### src/rtl/core/assert_macros.svh
// Assertion macros shared by the RTL of the 3x3 mine-count block.
// Needs nothing but a clock and an active-low reset in the using scope.
`ifndef ASSERT_MACROS_SVH
`define ASSERT_MACROS_SVH
`ifndef NO_ASSERTIONS
// Checked at every rising clock edge except while reset is asserted.
`define MCNT_ASSERT_RST(label, clk, rst_n, prop, msg) \
    label: assert property (@(posedge clk) disable iff (!rst_n) prop) else $error(msg);
// Checked at every rising clock edge, reset included.
`define MCNT_ASSERT_CLK(label, clk, prop, msg) \
    label: assert property (@(posedge clk) prop) else $error(msg);
`else
`define MCNT_ASSERT_RST(label, clk, rst_n, prop, msg)
`define MCNT_ASSERT_CLK(label, clk, prop, msg)
`endif
`endif

### src/rtl/core/mcnt_pkg.sv
// Types and constants of the 3x3 mine-count block.
// Used by the channel interfaces, the column-sum unit and the top level.
package mcnt_pkg;

    localparam logic [7:0] MINE_CHAR = 8'd33;
    localparam int MAX_ROWS = 1024;

    // Row position runs two rows past the grid while draining.
    localparam int ROW_W = 11;
    localparam int ROWM1_W = ROW_W - 1;
    localparam int OUT_POS_W = 10;
    localparam int CNT_W = 4;

    localparam int CFG_IDX_W = 2;
    localparam int CFG_DATA_W = 11;
    localparam logic [CFG_IDX_W-1:0] REG_GRID_ROWS = 2'd0;
    localparam logic [CFG_IDX_W-1:0] REG_GRID_COLS = 2'd1;

    localparam logic CMD_CELL = 1'b0;
    localparam logic CMD_FLUSH = 1'b1;

    // Which of the three rows of a column enter its sum.
    typedef struct packed {
        logic mine;
        logic inc_r1;
        logic inc_r2;
    } row_sel_t;

endpackage

### src/rtl/core/mcnt_colsum.sv
// Column line store and three-row column sum of the 3x3 mine-count block.
// Depends on mcnt_pkg for row_sel_t.
module mcnt_colsum
    import mcnt_pkg::*;
#(
    parameter int MAX_COLS = 1024,
    localparam int COL_W = $clog2(MAX_COLS)
)(
    input  logic             clk,
    input  logic             rst_n,
    input  logic             rd_en,
    input  logic [COL_W-1:0] rd_col,
    input  logic             wr_en,
    input  logic [COL_W-1:0] wr_col,
    input  row_sel_t         sel,
    output logic [1:0]       col_sum
);

    // Each word holds the two previous rows of one column: bit 1 is the
    // newer row, bit 0 the older one.
    logic [1:0] mem [MAX_COLS];
    logic [1:0] rd_data_reg;
    logic [1:0] fwd_data_reg;
    logic       fwd_valid_reg;
    logic [1:0] word;
    logic [1:0] wr_word;

    assign word = fwd_valid_reg ? fwd_data_reg : rd_data_reg;
    assign wr_word = {sel.mine, word[1]};
    assign col_sum = {1'b0, sel.inc_r2 & word[0]} + {1'b0, sel.inc_r1 & word[1]}
                   + {1'b0, sel.mine};

    always_ff @(posedge clk)
    begin
        if (wr_en)
        begin
            mem[wr_col] <= wr_word;
        end
        if (rd_en)
        begin
            rd_data_reg <= mem[rd_col];
            fwd_data_reg <= wr_word;
        end
    end

    // A read of the column being written in the same cycle sees stale data,
    // so the written word is bypassed instead.
    always_ff @(posedge clk or negedge rst_n)
    begin
        if (!rst_n)
        begin
            fwd_valid_reg <= 1'b0;
        end
        else if (rd_en)
        begin
            fwd_valid_reg <= wr_en && (wr_col == rd_col);
        end
    end

endmodule

### config.mk
export PLATFORM = sky130hd
export DESIGN_NAME = mcnt_colsum
export DESIGN_NICKNAME = d
export VERILOG_FILES = /design/src/rtl/core/assert_macros.svh /design/src/rtl/core/mcnt_pkg.sv /design/src/rtl/core/mcnt_colsum.sv
export SDC_FILE = /design/constraint.sdc
export NUM_CORES = 2
export LEC_CHECK = 0
export BUFFER_PORTS_ARGS = -buffer_cell sky130_fd_sc_hd__buf_2
export CORE_MARGIN = 5
export CORE_UTILIZATION = 30
export CTS_CLUSTER_DIAMETER = 40
export CTS_CLUSTER_SIZE = 30
export DETAILED_ROUTE_END_ITERATION = 16
export PLACE_DENSITY = 0.46
export SLEW_MARGIN = 20
export SYNTH_ARGS = -nofsm -noshare
export SYNTH_HDL_FRONTEND = slang
export SYNTH_SLANG_ARGS = --single-unit
### constraint.sdc
create_clock -name clk -period 13.88 [get_ports clk]
set_input_delay 2.082 -clock clk [delete_from_list [all_inputs] [get_ports clk]]
set_output_delay 2.082 -clock clk [all_outputs]
set_load 0.005 [all_outputs]
### After elaboration in Yosys (flattened, before gate mapping)

Memory sizes are Yosys's and may differ from the RTL's. A register that Yosys moved wholly into a read port is not among the register bits.
Cells that the tools add are included.

* reductions and logical operators: 1
* bitwise gates (word level): 2
* mux-type cells: 3
* equal/unequal tests: 1
* add/subtract/negate cells: 2

Operator list (number)
* $eq A10 B10 Y1: 1
* $add A1 B1 Y2: 1
* $add A2 B1 Y2: 1
* $and A1 B1 Y1: 2
* $mux W1: 2
* $mux W2: 1
* $logic_and A1 B1 Y1: 1

* register bits after elaboration: 3
* logic and storage cells: 12
* bits in writable memories: 2048
* memories kept: 1

Memories
* mem: depth 1024, bits a word 2, rd ports 1, clocked after memory_dff 1, wr ports 1, RTL line mcnt_colsum.sv:21 `logic [1:0] mem [MAX_COLS];`

### Logic depth before layout (Yosys ltp)

* word-level depth: 4
* gate-level depth with buffers: 14

### Worst setup path after synthesis

OpenSTA, ideal clock, no wires.

* kind: flip-flop to output port
* from: register fwd_valid_reg
* to: output col_sum[0]
* path slack: 3343 ps
* buffers on the path: 0
* stages on the path, launching flop included: 4
* data required time: 11798 ps
* data arrival time: 8455 ps
* cell sequence: dfrtp_1 -> mux2_2 -> and2_1 -> fa_1

* cells in the longest elaborated chain, start to end: 4

Ends and longest elaborated chain
* from (decl): RTL line mcnt_colsum.sv:24 `logic fwd_valid_reg;`
* from (signal assigned): RTL line mcnt_colsum.sv:56 `fwd_valid_reg <= wr_en && (wr_col == rd_col);`
* $mux W2: RTL line mcnt_colsum.sv:28 `assign word = fwd_valid_reg ? fwd_data_reg : rd_data_reg;`
* named net word[1]: RTL line mcnt_colsum.sv:25 `logic [1:0] word;`
* $and A1 B1 Y1: RTL line mcnt_colsum.sv:30 `assign col_sum = {1'b0, sel.inc_r2 & word[0]} + {1'b0, sel.inc_r1 & word[1]}`
* $add A1 B1 Y2: RTL line mcnt_colsum.sv:30
* $add A2 B1 Y2: RTL line mcnt_colsum.sv:31 `+ {1'b0, sel.mine};`
* to (decl): RTL line mcnt_colsum.sv:16 `output logic [1:0] col_sum`

The timed path passes the listed nets, and every way through them passes these cells.

==> results.txt <==
GRT Total Usage - 17.8%
CP startpoint kind - input port
clock sink count - 2053
clock group share of total power - 51.6%
share of cells above drive strength 1 - 22.8%
Non-Filler Instances - 8983
Core Box Area - 280000 um2
RSZ-0062 raised after global routing - false
R2R cell count - 4
number of global-route vias before repair - 48.2k
latest clock arrival within the worst-skew pair - 910 ps
R2R Setup Slk - 9550 ps
area leader, netlist - edfxtp_1
drt first pass iters - 7
largest net degree at the start of global routing - 227
final wirelength - 267000 um
Hold Path Origin - fwd_valid_reg
Ports - 29
Row Count - 194
Final Skew - 52.6 ps
Placed Area - 88500 um2
Max-cap violations - 0
Hold Crit Class - reg -> reg
Layout area overhead - 17.9%
Post-CTS Resized - 0
Die Y - 540 um
Antenna Nets Post-Route - 0
grt ovf - 0
Synth Flop Type - edfxtp_1
clock slew at reported path FFs - 60 ps
Final Setup Violations - 0
relative slew slack - 20.8%
internal cell power - 12.3 mW
Distinct cells, synth - 70
Hold Path End - fwd_valid_reg
CTS max path bufs - 4
pwr/cell area - 159 nW/um2
DR vias - 46.8k
top cells by count, synth - edfxtp_1 (2052), nor2_1 (1056), mux4_2 (417), mux2i_1 (232), clkbuf_1 (212)
per-cell routed wire length - 29.7 um
EDFF count, synth - 2052
# port buffers - 28
Root Driver - clkbuf_16
Max rail drop VDD - 0.129 mV
top-count cell post-synth - edfxtp_1
Initial Util - 30.2%
terminus of the critical flop-to-flop path - mem[581][0]
Slew Limit Fails - 0
CP Data Required Time - 14500 ps
first-pass GRT wire length - 371000 um
post-DP HPWL - 148000 um
top cells by area, synth - edfxtp_1 (73%), mux4_2 (11%), nor2_1 (4.7%)
RD Place Congestion - 0.780
CP Class - in -> reg
status - completed
Fmax - 0.170 GHz
logic gate share of total power - 4.7%
Inst Count DP - 8405
post-synth top area share - 73.0%
setup tns final - 0 ps
yosys warns - 0
die width - 540 um
Fin. Hold Viols - 0
H-tree level count - 5
final period utilization - 42.3%
mean post-synth cell area - 17.2 um2
Syn Nets - 4941
full die area - 292000 um2
post-synthesis register bit count - 2053
Tmin final - 5880 ps
fill count - 26.3k
Residual DRC - 0
register share of total power - 43.7%
number of CTS-inserted buffers - 321
sequential area share after synthesis - 73.1%
ys async rst share - 0.0487%
worst reg2reg startpoint - fwd_valid_reg
Switching Fraction - 22.5%
max FFs per register - 2048
initial antenna violation count - 22
critical path fanouts, max - 41
final hold slack - 677 ps
Mapped Area - 84400 um2
# Post-CTS Setup Buffers - 0
slew of the pin with the lowest slew margin - 1180 ps
Via density - 5.21
hold path depth - 2
DR iter-0 viols - 5040
nets - 5032
CTS tree - yes
finished layout cell area - 99400 um2
cell count after synthesis - 4913
CP Capture Type - register
CTS Hold Bufs - 0
Net Sw Power - 3.56 mW
Pleak - 30.3 nW
crit path DAT - 6490 ps
-- routing by layer --
metal	vias up	wire length (um)	share of wire (%)	global-route usage (%)
met5	-	0	0	0
met4	0	8560	3.2	5.85
met3	454	18200	6.8	3.71
met2	1722	128000	48	28.8
met1	25000	112000	42	24.0
li1	19700	-	-	-
-- power by group through the flow --
stage / sequential [mW] / combinational, mW / clock (mW)
floorplan: 7.10 / 0.428 / 0
detailed placement: 7.04 / 0.763 / 0
global route: 6.91 / 0.799 / 8.58
finish: 6.92 / 0.752 / 8.17
CTS: 6.92 / 0.765 / 8.30
global placement: 7.04 / 0.763 / 0
-- cell type report --
| cell class | instances | area (um2) | area share, % |
|---|---|---|---|
| flip-flops and latches | 2053 | 61600 | 62.0 |
| multi-input cells | 2447 | 20800 | 21.0 |
| clock buffers | 349 | 8350 | 8.40 |
| well taps | 3724 | 4660 | 4.69 |
| clock inverters | 221 | 2530 | 2.55 |
| repair buffers | 176 | 1380 | 1.39 |
| inverters | 5 | 21.3 | 0.0214 |
| diodes | 8 | 20.0 | 0.0201 |
-- per-stage QoR --
step                      power (mW)  utilization [%]  setup WS, ps
after global routing            16.3             35.6          7480
after CTS                       16.0             35.6          7950
after global placement          7.81             31.6          6620
after floorplan                 7.53                -          3340
final                           15.8             35.6          8000
after detailed placement        7.81             31.7          6980
-- cell families (layout without fill, tap and decap cells) --
family,after synthesis,count (layout),synth area share (%)
and+or+nand+nor,1368,1368,6.59
other,0,8,0
adders and majority gates,1,1,0.0237
AOI/OAI and AO/OA,414,414,3.47
buffers and inverters,413,751,2.79
DFF,2053,2053,73.1
muxes,654,654,14.0
xor gates and xnor gates,10,10,0.104
-- worst max-delay path: stages --
cell and delay (ps):
buf_8 360, buf_4 640, buf_4 770, mux4_2 600
a22o_1 250, a221oi_1 400, o22ai_1 210, nor4_2 670
nor4_1 120, a21oi_1 170, o2111ai_1 130
-- layout by cell type, fill, tap and decap left out, drive strengths merged, types with 11 or more instances in the layout --
cell | Yosys | routed
a221oi | 15 | 15
buf | 196 | 176
o22ai | 53 | 53
edfxtp | 2052 | 2052
nand3 | 54 | 54
a22oi | 68 | 68
nor2 | 1058 | 1058
nor2b | 14 | 14
mux2i | 232 | 232
nand2 | 119 | 119
clkinvlp | 0 | 39
clkinv | 1 | 91
bufinv | 0 | 40
a21oi | 86 | 86
and3 | 12 | 12
o221ai | 86 | 86
nor3 | 45 | 45
a211oi | 15 | 15
a22o | 12 | 12
inv | 4 | 56
clkbuf | 212 | 349
mux4 | 417 | 417
o21ai | 47 | 47
nor4 | 11 | 11
-- worst max-delay path by stage --
| stage | startpoint | endpoint | slack, ps | depth (start not counted) |
|---|---|---|---|---|
| 2_1_floorplan | fwd_valid_reg | col_sum[0] | 3340 | 3 |
| 3_3_place_gp | rd_col[0] | rd_data_reg[0] | 6620 | 11 |
| 3_5_place_dp | rd_col[0] | rd_data_reg[1] | 6980 | 11 |
| 4_1_cts | rd_col[0] | rd_data_reg[1] | 7950 | 11 |
| 5_1_grt | rd_col[0] | rd_data_reg[1] | 7480 | 11 |
| 6_report | rd_col[0] | rd_data_reg[1] | 8000 | 11 |
Note: power is estimated with default switching activity, not from simulation.
